==> config.mk <==
export PLATFORM = sky130hd
export DESIGN_NAME = polyphonic_voice_allocator
export DESIGN_NICKNAME = d
export VERILOG_FILES = /design/src/hw/rtl/pva_pkg.sv /design/src/hw/rtl/pva_front.sv /design/src/hw/rtl/pva_back.sv /design/src/hw/rtl/polyphonic_voice_allocator.sv
export SDC_FILE = /design/constraint.sdc
export NUM_CORES = 1
export LEC_CHECK = 0
export ABC_AREA = 1
export BUFFER_PORTS_ARGS = -buffer_cell sky130_fd_sc_hd__buf_2
export CAP_MARGIN = 20
export CORE_MARGIN = 4
export CORE_UTILIZATION = 44
export CTS_CLUSTER_SIZE = 40
export DETAILED_ROUTE_END_ITERATION = 8
export HOLD_SLACK_MARGIN = 0.15
export MAX_ROUTING_LAYER = met4
export RECOVER_POWER = 50
export SYNTH_ARGS = -nofsm -noshare
export SYNTH_HDL_FRONTEND = slang
export SYNTH_SLANG_ARGS = --single-unit
==> constraint.sdc <==
create_clock -name clk -period 6.7 [get_ports clk]
set_input_delay 0.67 -clock clk [delete_from_list [all_inputs] [get_ports clk]]
set_output_delay 0.67 -clock clk [all_outputs]
set_load 0.02 [all_outputs]
==> src/hw/rtl/pva_pkg.sv <==
`default_nettype none
package pva_pkg;

    localparam int NUM_VOICES  = 16;
    localparam int VOICE_IDX_W = $clog2(NUM_VOICES);

    localparam logic [6:0]  NOTE_CENTER = 7'd60;
    // (2^17 + 1) / 3, exact floor of x/3 for any x below 2^17
    localparam logic [15:0] RECIP_3     = 16'd43691;

    typedef enum logic [1:0] {
        OP_NOTE_ON  = 2'd0,
        OP_NOTE_OFF = 2'd1,
        OP_CLEAR    = 2'd2,
        OP_RESERVED = 2'd3
    } op_t;

    typedef enum logic [2:0] {
        ACT_NONE     = 3'd0,
        ACT_ASSIGNED = 3'd1,
        ACT_STOLEN   = 3'd2,
        ACT_RELEASED = 3'd3,
        ACT_CLEARED  = 3'd4
    } act_t;

    typedef enum logic [1:0] {
        CMD_ON,
        CMD_OFF,
        CMD_CLEAR,
        CMD_NOP
    } cmd_kind_t;

    typedef struct packed {
        cmd_kind_t  kind;
        logic [3:0] chan;
        logic [6:0] note;
    } cmd_t;

    typedef enum logic [1:0] {
        ST_IDLE,
        ST_SCAN,
        ST_MUL,
        ST_OUT
    } back_state_t;

endpackage
`default_nettype wire

==> src/hw/rtl/pva_front.sv <==
`default_nettype none
module pva_front
    import pva_pkg::*;
(
    input  wire logic       clk,
    input  wire logic       rst_n,
    input  wire logic       start,
    input  wire logic [1:0] operation,
    input  wire logic [3:0] midi_channel,
    input  wire logic [6:0] note_number,
    input  wire logic [6:0] velocity,
    output logic            busy,
    output cmd_t            cmd,
    output logic            cmd_valid,
    input  wire logic       cmd_pop
);

    cmd_t       q_mem [2];
    logic       wr_ptr_reg;
    logic       rd_ptr_reg;
    logic [1:0] count_reg;
    logic       push;
    cmd_t       new_cmd;

    // classify the transaction; a note on without velocity is a note off
    always_comb
    begin
        new_cmd.chan = midi_channel;
        new_cmd.note = note_number;
        unique case (op_t'(operation))
            OP_NOTE_ON:  new_cmd.kind = (velocity != 7'd0) ? CMD_ON : CMD_OFF;
            OP_NOTE_OFF: new_cmd.kind = CMD_OFF;
            OP_CLEAR:    new_cmd.kind = CMD_CLEAR;
            default:     new_cmd.kind = CMD_NOP;
        endcase
    end

    assign busy      = (count_reg == 2'd2);
    assign push      = start && !busy;
    assign cmd       = q_mem[rd_ptr_reg];
    assign cmd_valid = (count_reg != 2'd0);

    always_ff @(posedge clk)
    begin
        if (push)
        begin
            q_mem[wr_ptr_reg] <= new_cmd;
        end
    end

    always_ff @(posedge clk or negedge rst_n)
    begin
        if (!rst_n)
        begin
            wr_ptr_reg <= 1'b0;
            rd_ptr_reg <= 1'b0;
            count_reg  <= 2'd0;
        end
        else
        begin
            if (push)
            begin
                wr_ptr_reg <= !wr_ptr_reg;
            end
            if (cmd_pop)
            begin
                rd_ptr_reg <= !rd_ptr_reg;
            end
            case ({push, cmd_pop})
                2'b10:   count_reg <= count_reg + 2'd1;
                2'b01:   count_reg <= count_reg - 2'd1;
                default: count_reg <= count_reg;
            endcase
        end
    end

endmodule
`default_nettype wire

==> src/hw/rtl/pva_back.sv <==
`default_nettype none
module pva_back
    import pva_pkg::*;
(
    input  wire logic         clk,
    input  wire logic         rst_n,
    input  wire cmd_t         cmd,
    input  wire logic         cmd_valid,
    output logic              cmd_pop,
    output logic              strobe,
    output logic [2:0]        action,
    output logic [3:0]        voice_index,
    output logic [6:0]        voice_note,
    output logic signed [15:0] pitch_volts,
    output logic              gate_on
);

    localparam logic [VOICE_IDX_W-1:0] LAST_VOICE = VOICE_IDX_W'(NUM_VOICES - 1);

    back_state_t state_reg, state_next;

    logic                   vbusy_reg [NUM_VOICES];
    logic [6:0]             vnote_reg [NUM_VOICES];
    logic [3:0]             vchan_reg [NUM_VOICES];
    logic [VOICE_IDX_W-1:0] ptr_reg;

    cmd_t                   cmd_reg;
    logic [VOICE_IDX_W-1:0] idx_reg;
    logic                   free_found_reg;
    logic [VOICE_IDX_W-1:0] free_idx_reg;
    logic [VOICE_IDX_W-1:0] target_reg;
    act_t                   act_reg;
    logic                   gate_reg;
    logic                   with_pitch_reg;
    logic [31:0]            prod_reg;
    logic                   neg_reg;

    logic                   strobe_reg;
    logic [2:0]             action_reg;
    logic [3:0]             voice_index_reg;
    logic [6:0]             voice_note_reg;
    logic signed [15:0]     pitch_volts_reg;
    logic                   gate_on_reg;

    // control from the state machine
    logic                   take_cmd;
    logic                   clear_all;
    logic                   scan_step;
    logic                   decide;
    logic                   load_out;
    logic                   write_on;
    logic                   write_off;
    logic                   steal;
    logic [VOICE_IDX_W-1:0] target_next;
    act_t                   act_next;
    logic                   gate_next;
    logic                   with_pitch_next;
    logic [2:0]             out_action_next;
    logic [3:0]             out_index_next;
    logic [6:0]             out_note_next;
    logic signed [15:0]     out_pitch_next;
    logic                   out_gate_next;

    // datapath helpers
    logic                   hit;
    logic                   cur_free;
    logic signed [7:0]      n_off;
    logic [6:0]             n_mag;
    logic [16:0]            x_val;
    logic [31:0]            prod_next;
    logic [14:0]            q_mag;

    assign hit = vbusy_reg[idx_reg] && (vnote_reg[idx_reg] == cmd_reg.note)
                 && (vchan_reg[idx_reg] == cmd_reg.chan);
    assign cur_free = !vbusy_reg[idx_reg];

    // |(note-60)*1024| + 1, then divide by 3 through the reciprocal
    assign n_off     = $signed({1'b0, cmd_reg.note}) - $signed({1'b0, NOTE_CENTER});
    assign n_mag     = n_off[7] ? 7'(-n_off) : n_off[6:0];
    assign x_val     = {n_mag, 10'd1};
    assign prod_next = 32'(x_val) * 32'(RECIP_3);
    assign q_mag     = prod_reg[31:17];

    always_ff @(posedge clk or negedge rst_n)
    begin
        if (!rst_n)
        begin
            state_reg <= ST_IDLE;
        end
        else
        begin
            state_reg <= state_next;
        end
    end

    always_comb
    begin
        state_next      = state_reg;
        cmd_pop         = 1'b0;
        take_cmd        = 1'b0;
        clear_all       = 1'b0;
        scan_step       = 1'b0;
        decide          = 1'b0;
        load_out        = 1'b0;
        write_on        = 1'b0;
        write_off       = 1'b0;
        steal           = 1'b0;
        target_next     = idx_reg;
        act_next        = ACT_NONE;
        gate_next       = 1'b0;
        with_pitch_next = 1'b0;
        out_action_next = ACT_NONE;
        out_index_next  = 4'd0;
        out_note_next   = 7'd0;
        out_pitch_next  = 16'sd0;
        out_gate_next   = 1'b0;
        unique case (state_reg)
            ST_IDLE:
            begin
                if (cmd_valid)
                begin
                    cmd_pop = 1'b1;
                    unique case (cmd.kind) inside
                        CMD_ON, CMD_OFF:
                        begin
                            take_cmd   = 1'b1;
                            state_next = ST_SCAN;
                        end
                        CMD_CLEAR:
                        begin
                            clear_all       = 1'b1;
                            load_out        = 1'b1;
                            out_action_next = ACT_CLEARED;
                        end
                        default:
                        begin
                            load_out = 1'b1;
                        end
                    endcase
                end
            end
            ST_SCAN:
            begin
                if (hit || (idx_reg == LAST_VOICE))
                begin
                    decide     = 1'b1;
                    state_next = ST_MUL;
                    if (cmd_reg.kind == CMD_ON)
                    begin
                        write_on        = 1'b1;
                        gate_next       = 1'b1;
                        with_pitch_next = 1'b1;
                        act_next        = ACT_ASSIGNED;
                        if (hit)
                        begin
                            target_next = idx_reg;
                        end
                        else if (free_found_reg)
                        begin
                            target_next = free_idx_reg;
                        end
                        else if (cur_free)
                        begin
                            target_next = idx_reg;
                        end
                        else
                        begin
                            steal       = 1'b1;
                            target_next = ptr_reg;
                            act_next    = ACT_STOLEN;
                        end
                    end
                    else if (hit)
                    begin
                        write_off       = 1'b1;
                        target_next     = idx_reg;
                        with_pitch_next = 1'b1;
                        act_next        = ACT_RELEASED;
                    end
                end
                else
                begin
                    scan_step = 1'b1;
                end
            end
            ST_MUL:
            begin
                state_next = ST_OUT;
            end
            ST_OUT:
            begin
                load_out        = 1'b1;
                state_next      = ST_IDLE;
                out_action_next = act_reg;
                out_gate_next   = gate_reg;
                if (with_pitch_reg)
                begin
                    out_index_next = 4'(target_reg);
                    out_note_next  = cmd_reg.note;
                    out_pitch_next = neg_reg ? -$signed({1'b0, q_mag})
                                             : $signed({1'b0, q_mag});
                end
            end
            default:
            begin
                state_next = ST_IDLE;
            end
        endcase
    end

    always_ff @(posedge clk)
    begin
        if (take_cmd)
        begin
            cmd_reg <= cmd;
        end
        if (take_cmd)
        begin
            idx_reg <= '0;
        end
        else if (scan_step)
        begin
            idx_reg <= idx_reg + 1'b1;
        end
        if (scan_step && cur_free && !free_found_reg)
        begin
            free_idx_reg <= idx_reg;
        end
        if (decide)
        begin
            target_reg     <= target_next;
            act_reg        <= act_next;
            gate_reg       <= gate_next;
            with_pitch_reg <= with_pitch_next;
        end
        if (state_reg == ST_MUL)
        begin
            prod_reg <= prod_next;
            neg_reg  <= n_off[7];
        end
        if (load_out)
        begin
            action_reg      <= out_action_next;
            voice_index_reg <= out_index_next;
            voice_note_reg  <= out_note_next;
            pitch_volts_reg <= out_pitch_next;
            gate_on_reg     <= out_gate_next;
        end
    end

    always_ff @(posedge clk or negedge rst_n)
    begin
        if (!rst_n)
        begin
            free_found_reg <= 1'b0;
            strobe_reg     <= 1'b0;
            ptr_reg        <= '0;
            for (int i = 0; i < NUM_VOICES; i++)
            begin
                vbusy_reg[i] <= 1'b0;
                vnote_reg[i] <= NOTE_CENTER;
                vchan_reg[i] <= 4'd0;
            end
        end
        else
        begin
            strobe_reg <= load_out;
            if (take_cmd)
            begin
                free_found_reg <= 1'b0;
            end
            else if (scan_step && cur_free)
            begin
                free_found_reg <= 1'b1;
            end
            if (steal)
            begin
                ptr_reg <= (ptr_reg == LAST_VOICE) ? '0 : ptr_reg + 1'b1;
            end
            if (clear_all)
            begin
                for (int i = 0; i < NUM_VOICES; i++)
                begin
                    vbusy_reg[i] <= 1'b0;
                end
            end
            if (write_on)
            begin
                vbusy_reg[target_next] <= 1'b1;
                vnote_reg[target_next] <= cmd_reg.note;
                vchan_reg[target_next] <= cmd_reg.chan;
            end
            if (write_off)
            begin
                vbusy_reg[target_next] <= 1'b0;
            end
        end
    end

    assign strobe      = strobe_reg;
    assign action      = action_reg;
    assign voice_index = voice_index_reg;
    assign voice_note  = voice_note_reg;
    assign pitch_volts = pitch_volts_reg;
    assign gate_on     = gate_on_reg;

endmodule
`default_nettype wire

==> src/hw/rtl/polyphonic_voice_allocator.sv <==
`default_nettype none
// Voice allocator for 16 voices driven by note events.
// Input channel: a transaction (operation, midi_channel, note_number,
// velocity) is taken at a rising edge where start is high and busy is low.
// A front stage classifies it into a two-entry command queue; busy is high
// only while that queue is full.
// Output channel: each transaction yields exactly one result (action,
// voice_index, voice_note, pitch_volts, gate_on), valid for the single cycle
// in which strobe is high. The receiver cannot stall; results are never held.
// Sequence: the front queue registers each transaction and the back end takes
// it from there. Clear all and unknown codes load their result directly. Note
// on and note off scan the voice table one voice per cycle, stopping at the
// first matching voice or the last voice, then pass the multiply state for the pitch.
// The queue takes new transactions while an earlier one is still in the back end.
// Reset: all voices free with note 60 and channel 0, steal pointer zero,
// queue empty, strobe low. No clearing pass is needed.
module polyphonic_voice_allocator
    import pva_pkg::*;
(
    input  wire logic          clk,
    input  wire logic          rst_n,
    input  wire logic          start,
    output logic               busy,
    input  wire logic [1:0]    operation,
    input  wire logic [3:0]    midi_channel,
    input  wire logic [6:0]    note_number,
    input  wire logic [6:0]    velocity,
    output logic               strobe,
    output logic [2:0]         action,
    output logic [3:0]         voice_index,
    output logic [6:0]         voice_note,
    output logic signed [15:0] pitch_volts,
    output logic               gate_on
);

    cmd_t cmd;
    logic cmd_valid;
    logic cmd_pop;

    pva_front u_front (
        .clk          (clk),
        .rst_n        (rst_n),
        .start        (start),
        .operation    (operation),
        .midi_channel (midi_channel),
        .note_number  (note_number),
        .velocity     (velocity),
        .busy         (busy),
        .cmd          (cmd),
        .cmd_valid    (cmd_valid),
        .cmd_pop      (cmd_pop)
    );

    pva_back u_back (
        .clk         (clk),
        .rst_n       (rst_n),
        .cmd         (cmd),
        .cmd_valid   (cmd_valid),
        .cmd_pop     (cmd_pop),
        .strobe      (strobe),
        .action      (action),
        .voice_index (voice_index),
        .voice_note  (voice_note),
        .pitch_volts (pitch_volts),
        .gate_on     (gate_on)
    );

endmodule
`default_nettype wire

* After elaboration in Yosys (flattened, before gate mapping) *
Memories as Yosys holds them, arrays and structs flattened.
Index checks and enable logic that the tools add are counted.

storage, ports and cells
  register bits = 298
  bits in writable memories = 26
  logic and storage cells = 208
  memories = 1

memories
  name           depth  bits a word  read ports  clocked after memory_dff  wr ports  line             source
  u_front.q_mem  2      13           1           0                         1         pva_front.sv:18  cmd_t q_mem [2];

operators by class
  add/subtract/negate cells = 7
  multiply operators = 1
  order comparisons = 3
  eq/ne operators = 17
  mux-type cells = 77
  bitwise logic cells = 5
  reduce and logical (&&, ||, !) cells = 25

operators by type and width
  operator                  count
  $bwmux W112               1
  $bwmux W64                1
  $mux W16                  3
  $mux W4                   10
  $mux W1                   36
  $mul A17 B16 Y32 const B  1
  $bmux W7 S4               1
  $demux W7 S4              1
  $mux W7                   4
  $and A16 B16 Y16          1
  $bmux W4 S4               1
  $demux W4 S4              1
  $neg A15 Y16              1
  $not A16 Y16              1
  $or A16 B16 Y16           1
  $mux W15                  1
  $mux W3                   5
  $eq A2 B2 Y1 const B      6
  $ge A5 B5 Y1 const B      2
  $mux W2                   5
  $not A4 Y5                2
  $add A4 B1 Y4 const B     2
  $eq A2 B1 Y1 const B      4
  $eq A4 B4 Y1 const B      2
  25 further kinds          42

* Longest topological paths before layout *
  depth in word-level cells = 20
  gate-level depth with buffers = 30
  depth with buffers taken out = 29

* By module *
A second synthesis with hierarchy kept.

unflattened totals
  cells, all modules = 2129
  area total of the unflattened synthesis = 17509.3 µm²

modules (own cells, without submodules)
  module     times used  cells each  area each (µm²)  seq. area each (µm²)
  pva_back   1           2026        16288.1          7327.0
  pva_front  1           103         1221.2           880.8

* Least setup slack after synthesis *
Ideal clock, no wire load.

  kind = flip-flop to flip-flop
  start = register u_back.cmd_reg[0] (netlist name)
  end = register u_back.prod_reg[29], data pin
  setup time = 0.252 ns
  data arrival time = 5.588 ns
  slack = 0.860 ns
  stages on the path, launching flop included = 29
  cells stage by stage = edfxtp_1 clkinv_1 clkbuf_1 ha_1 nand3_1 nand2_1 o211ai_1 xnor2_1 inv_1 ha_1 ha_1 ha_1 ha_1 inv_1 fa_1 inv_1 fa_1 ha_1 a21oi_1 o21ai_0 nand3_1 nand2_1 a21boi_0 o21ai_0 and2_1 o21bai_1 nand2_1 nand2_1 nand2_1

between the ends
  cells in the longest elaborated chain, start to end = 4

ends and longest elaborated chain
  what                      line             source
  from (decl)               pva_back.sv:27   cmd_t cmd_reg;
  from (signal assigned)    pva_back.sv:215  cmd_reg <= cmd;
  $sub A7 B6 Y8 (*)         pva_back.sv:78   assign n_off = $signed({1'b0, cmd_reg.note}) - $signed({1'b0, NOTE_CENTER});
  $neg A7 Y7                pva_back.sv:79   assign n_mag = n_off[7] ? 7'(-n_off) : n_off[6:0];
  $mux W7 (*)               pva_back.sv:79
  $mul A17 B16 Y32 (*)      pva_back.sv:81   assign prod_next = 32'(x_val) * 32'(RECIP_3);
  net u_back.prod_next[29]  pva_back.sv:70   logic [31:0] prod_next;
  to (signal assigned)      pva_back.sv:238  prod_reg <= prod_next;
  to (decl)                 pva_back.sv:35   logic [31:0] prod_reg;

The timed path passes the listed nets; every way through them passes the cells marked *.
A chain may end at the register's enable or synchronous reset.

* Final worst setup path *
  start = register u_back.idx_reg[1]
  end = register u_back.vnote_reg[6] (netlist name)

between the ends
  cells in the longest elaborated chain, start to end = 17
  elaborated cells on any way between the ends = 31
  those cells by class = 2 x order compare; 3 x eq/ne; 20 x mux; 2 x bitwise; 4 x reduce/logical

ends and longest elaborated chain
  what                                                                line                                            source
  from (decl)                                                         pva_back.sv:28                                  logic [VOICE_IDX_W-1:0] idx_reg;
  from (signal assigned)                                              pva_back.sv:223                                 idx_reg <= idx_reg + 1'b1;
  $not A4 Y5 (not written as such)                                    pva_back.sv:73, pva_back.sv:74, pva_back.sv:75
  $bmux W7 S4                                                         pva_back.sv:73                                  assign hit = vbusy_reg[idx_reg] && (vnote_reg[idx_reg] == cmd_reg.note)
  $mux W7 (not written as such) (2 in series)                         pva_back.sv:73
  $eq A7 B7 Y1                                                        pva_back.sv:73
  $logic_and A1 B1 Y1                                                 pva_back.sv:73
  $logic_and A1 B1 Y1                                                 pva_back.sv:74                                  && (vchan_reg[idx_reg] == cmd_reg.chan);
  $mux W4                                                             pva_back.sv:154                                 if (hit)
  $mux W4                                                             pva_back.sv:148                                 if (cmd_reg.kind == CMD_ON)
  $mux W4                                                             pva_back.sv:144                                 if (hit || (idx_reg == LAST_VOICE))
  $mux W4                                                             pva_back.sv:117                                 unique case (state_reg)
  $not A4 Y5 (not written as such)                                    pva_back.sv:290                                 vnote_reg[target_next] <= cmd_reg.note;
  $ge A5 B5 Y1 (not written as such) or $lt A5 B1 Y1 (tied branches)  pva_back.sv:290
  $logic_and A1 B1 Y1 (not written as such)                           pva_back.sv:290
  $mux W7 (not written as such)                                       pva_back.sv:290
  $demux W7 S4                                                        pva_back.sv:290
  $bwmux W112                                                         pva_back.sv:290
  to (signal, indexed assignment)                                     pva_back.sv:290
  to (decl)                                                           pva_back.sv:23                                  logic [6:0] vnote_reg [NUM_VOICES];

Several ways; a longest one is shown, not always the timed one. The select of a mux whose other input is x is not followed.

==> results.yml <==
floorplan:
  die_x_um: 207
  dieArea_mm2: 0.0428
  rows: 72
  die_height_um: 207
  core_area_mm2: 0.0388
  io_pins: 56
  initial_core_util_pct: 44.8
cts:
  htreeDepth: 2
  cts_resized: 0
  cts.clk_slew.worst_paths_ns: 0.06
  cts_root_buf: "clkbuf_16"
  insertion_delay_ns: 0.55
  cts_inserted_buffers: 37
  clk_path_buf_depth: 3
  cts_tree: "yes"
  numClockSinks: 306
layout:
  nFillCells: 3743
  largest_register_ffs: 112
  drive_above_1_share_pct: 11.0
  final_nets: 2157
  mostFrequentLayoutCells: "nand2_1, inv_1, o21ai_1, dfrtp_1, nand3_1"
  layout_commonest_cell: "nand2_1"
  syn_to_final_growth_pct: 8.04
  regArea_mm2: 0.00821
  multi_input_area_mm2: 0.00746
global_routing:
  antenna_found_initial: 1
  first_global_vias: 12720
  grt_pass1_wl_um: 68700
  grt_overflow: 0
  grt_max_degree: 72
  grt_usage_pct: 21.0
logic_synthesis:
  syn-num-nets: 2139
  avgSynthCellArea_um2: 8.68
  ys_warn_count: 0
  synth_cells: 2003
  synth_top_cell_area_share_pct: 20.1
  synth_top_cell_by_area: "dfrtp_1"
  yosysSeqAreaShare_pct: 47.2
  syn_area_mm2: 0.0174
  yosys-top-cells-area: "dfrtp_1, edfxtp_1, nand2_1, dfstp_2, ha_1"
  ys_types: 54
  ys_ff_latch: 306
drt:
  drc: 0
  highest_layer: "met4"
  detail_route.wl_per_cell_um: 16.5
  drt_wl_total_um: 42400
  vias: 12985
  wl_met3_um: 2180
  wl_met2_um: 19200
  dr.pass1.iters: 5
  viasPerCell: 5.05
  dr.first_iter.drc_count: 965
  ant_nets: 0
  met1Wirelength_um: 19700
critical_path:
  cp_slowest_cell: "clkbuf_1"
  path_common_cell: "nand2_1"
  crit_required_ns: 7.10
  r2r_setup_slack_ns: 0.48
  r2r-end: "u_back.vnote_reg[6]$_DFFE_PN0P_"
  critical_path_class: "reg -> reg"
  startpoint_type: "register"
  cp-startpoint: "u_back.idx_reg[1]$_SDFFE_PP0P_"
  r2r-start: "u_back.idx_reg[1]$_SDFFE_PP0P_"
  endpoint: "u_back.vnote_reg[6]$_DFFE_PN0P_"
  worst_r2r_path_depth: 18
  max_stage_delay_ns: 2.37
  worstPathMaxFanout: 56
  crit_path_end_kind: "register"
  arrival_ns: 6.62
  path_cells: "clkbuf_1 > o21ai_0 > o21ai_1 > nand2_1 > nand2_1 > inv_2 > nand2_1 > nand2_1 > nand2_1 > nand2_1 > nor2_4 > nand3_4 > nand2_4 > nand2_4 > nor2_8 > nand3_2 > nand2_1 > o21ai_1"
min_path:
  hp-class: "in -> reg"
sta:
  relSlewSlack_pct: -150
  setup_viol: 0
  worstMarginPinSlew_ns: 3.75
  hold_ws_ns: 0.309
  drv_slew: 304
  tns_ns: 0
  rsz0062_at_grt: "false"
  finalCriticalPeriod_ns: 6.22
  max_freq_ghz: 0.161
  hold_violations: 0
  min_period_over_period_pct: 92.8
  fin_skew_ns: 0.0131
place:
  numPortBuffers: 55
  dp.final_hpwl_um: 27300
  gp_congestion: 0.879
status:
  violations: "max-capacitance violations, max-slew violations"
  status: "complete, but fails checks"
job:
  maxCapViolCount: 5
-- worst min path at each step --
stage | start | end | slack [ns] | cells after the start
after floorplan | rst_n | u_back.free_found_reg$_DFFE_PN0P_ | 0.37 | 0
after global placement | u_back.vnote_reg[80]$_DFFE_PN1P_ | u_back.vnote_reg[80]$_DFFE_PN1P_ | 0.46 | 2
after detailed placement | u_back.vnote_reg[24]$_DFFE_PN1P_ | u_back.vnote_reg[24]$_DFFE_PN1P_ | 0.46 | 2
after CTS | midi_channel[0] | u_front.q_mem[0][7]$_DFFE_PP_ | 0.28 | 1
after global routing | midi_channel[0] | u_front.q_mem[0][7]$_DFFE_PP_ | 0.30 | 1
final | midi_channel[0] | u_front.q_mem[0][7]$_DFFE_PP_ | 0.31 | 1
-- cell usage after synthesis (all sizes together) --
library cell	number
a21boi	1
nand4	7
nand2	628
inv	235
o21ai	220
o21bai	1
nor3b	5
or2	1
dfxtp	4
dfstp	64
edfxtp	98
clkinv	3
dlygate4sd3	4
o22ai	2
nor4	2
xnor2	11
clkbuf	11
nand3b	1
fa	20
a21o	3
xor2	19
o31ai	2
nor3	31
dfrtp	140
a31oi	2
a211oi	1
o211ai	6
a21oi	38
and2	2
buf	82
and3	3
ha	93
nor2	124
nand3	137
o21a	2
-- per-layer routing --
metal / track usage [%] / vias to the layer above
met5: - / -
met4: 7.22 / 0
met3: 3.36 / 79
met2: 32.3 / 288
met1: 28.6 / 6130
li1: - / 6488
-- critical path, delay by kind of cell (launching register included) --
kind                   cells  cell delay [ns]
AND/OR/NAND/NOR           13             2.50
flip-flops                 1             0.33
buffers and inverters      2             2.42
AO/OA/AOI/OAI              3             0.71
-- logic make-up (layout without fill, tap and decap cells) --
group                      Yosys count  in the layout  synth area share (%)
and+or+nand+nor                    941            941                  23.7
buffers and inverters              335            382                  9.95
DFF                                306            306                  47.2
AOI/OAI and AO/OA                  278            278                  8.71
adders and majority gates          113            113                  8.99
xor gates and xnor gates            30             30                  1.51
other                                0              1                     0
-- final cells by class --
cell class / count / area share [%]
clock buffer: 56 / 5.91
inverter: 238 / 4.77
timing repair buffer: 76 / 1.96
antenna: 1 / 0.0133
clock inverter: 12 / 0.499
multi-input combinational: 1362 / 39.7
tap: 518 / 3.45
sequential: 306 / 43.7
-- what timing repair did --
item,4_1_cts,5_1_grt
setup buffers,0,0
hold endpoints to repair,30,0
hold buffers,1,0
-- metrics by stage --
step	cell area, um^2	std cells	worst slack, ns	util, %
after floorplan	17400	2003	0.860	-
after global placement	17600	2496	0.800	45.4
after detailed placement	17600	2497	0.733	45.4
after CTS	18900	2566	0.706	48.6
after global routing	18800	2569	0.0876	48.4
final	18800	2569	0.483	48.4
Power is left out: the tool's default activity adds up to more than one toggle a clock period on the data nets, which glitch-free logic cannot reach.
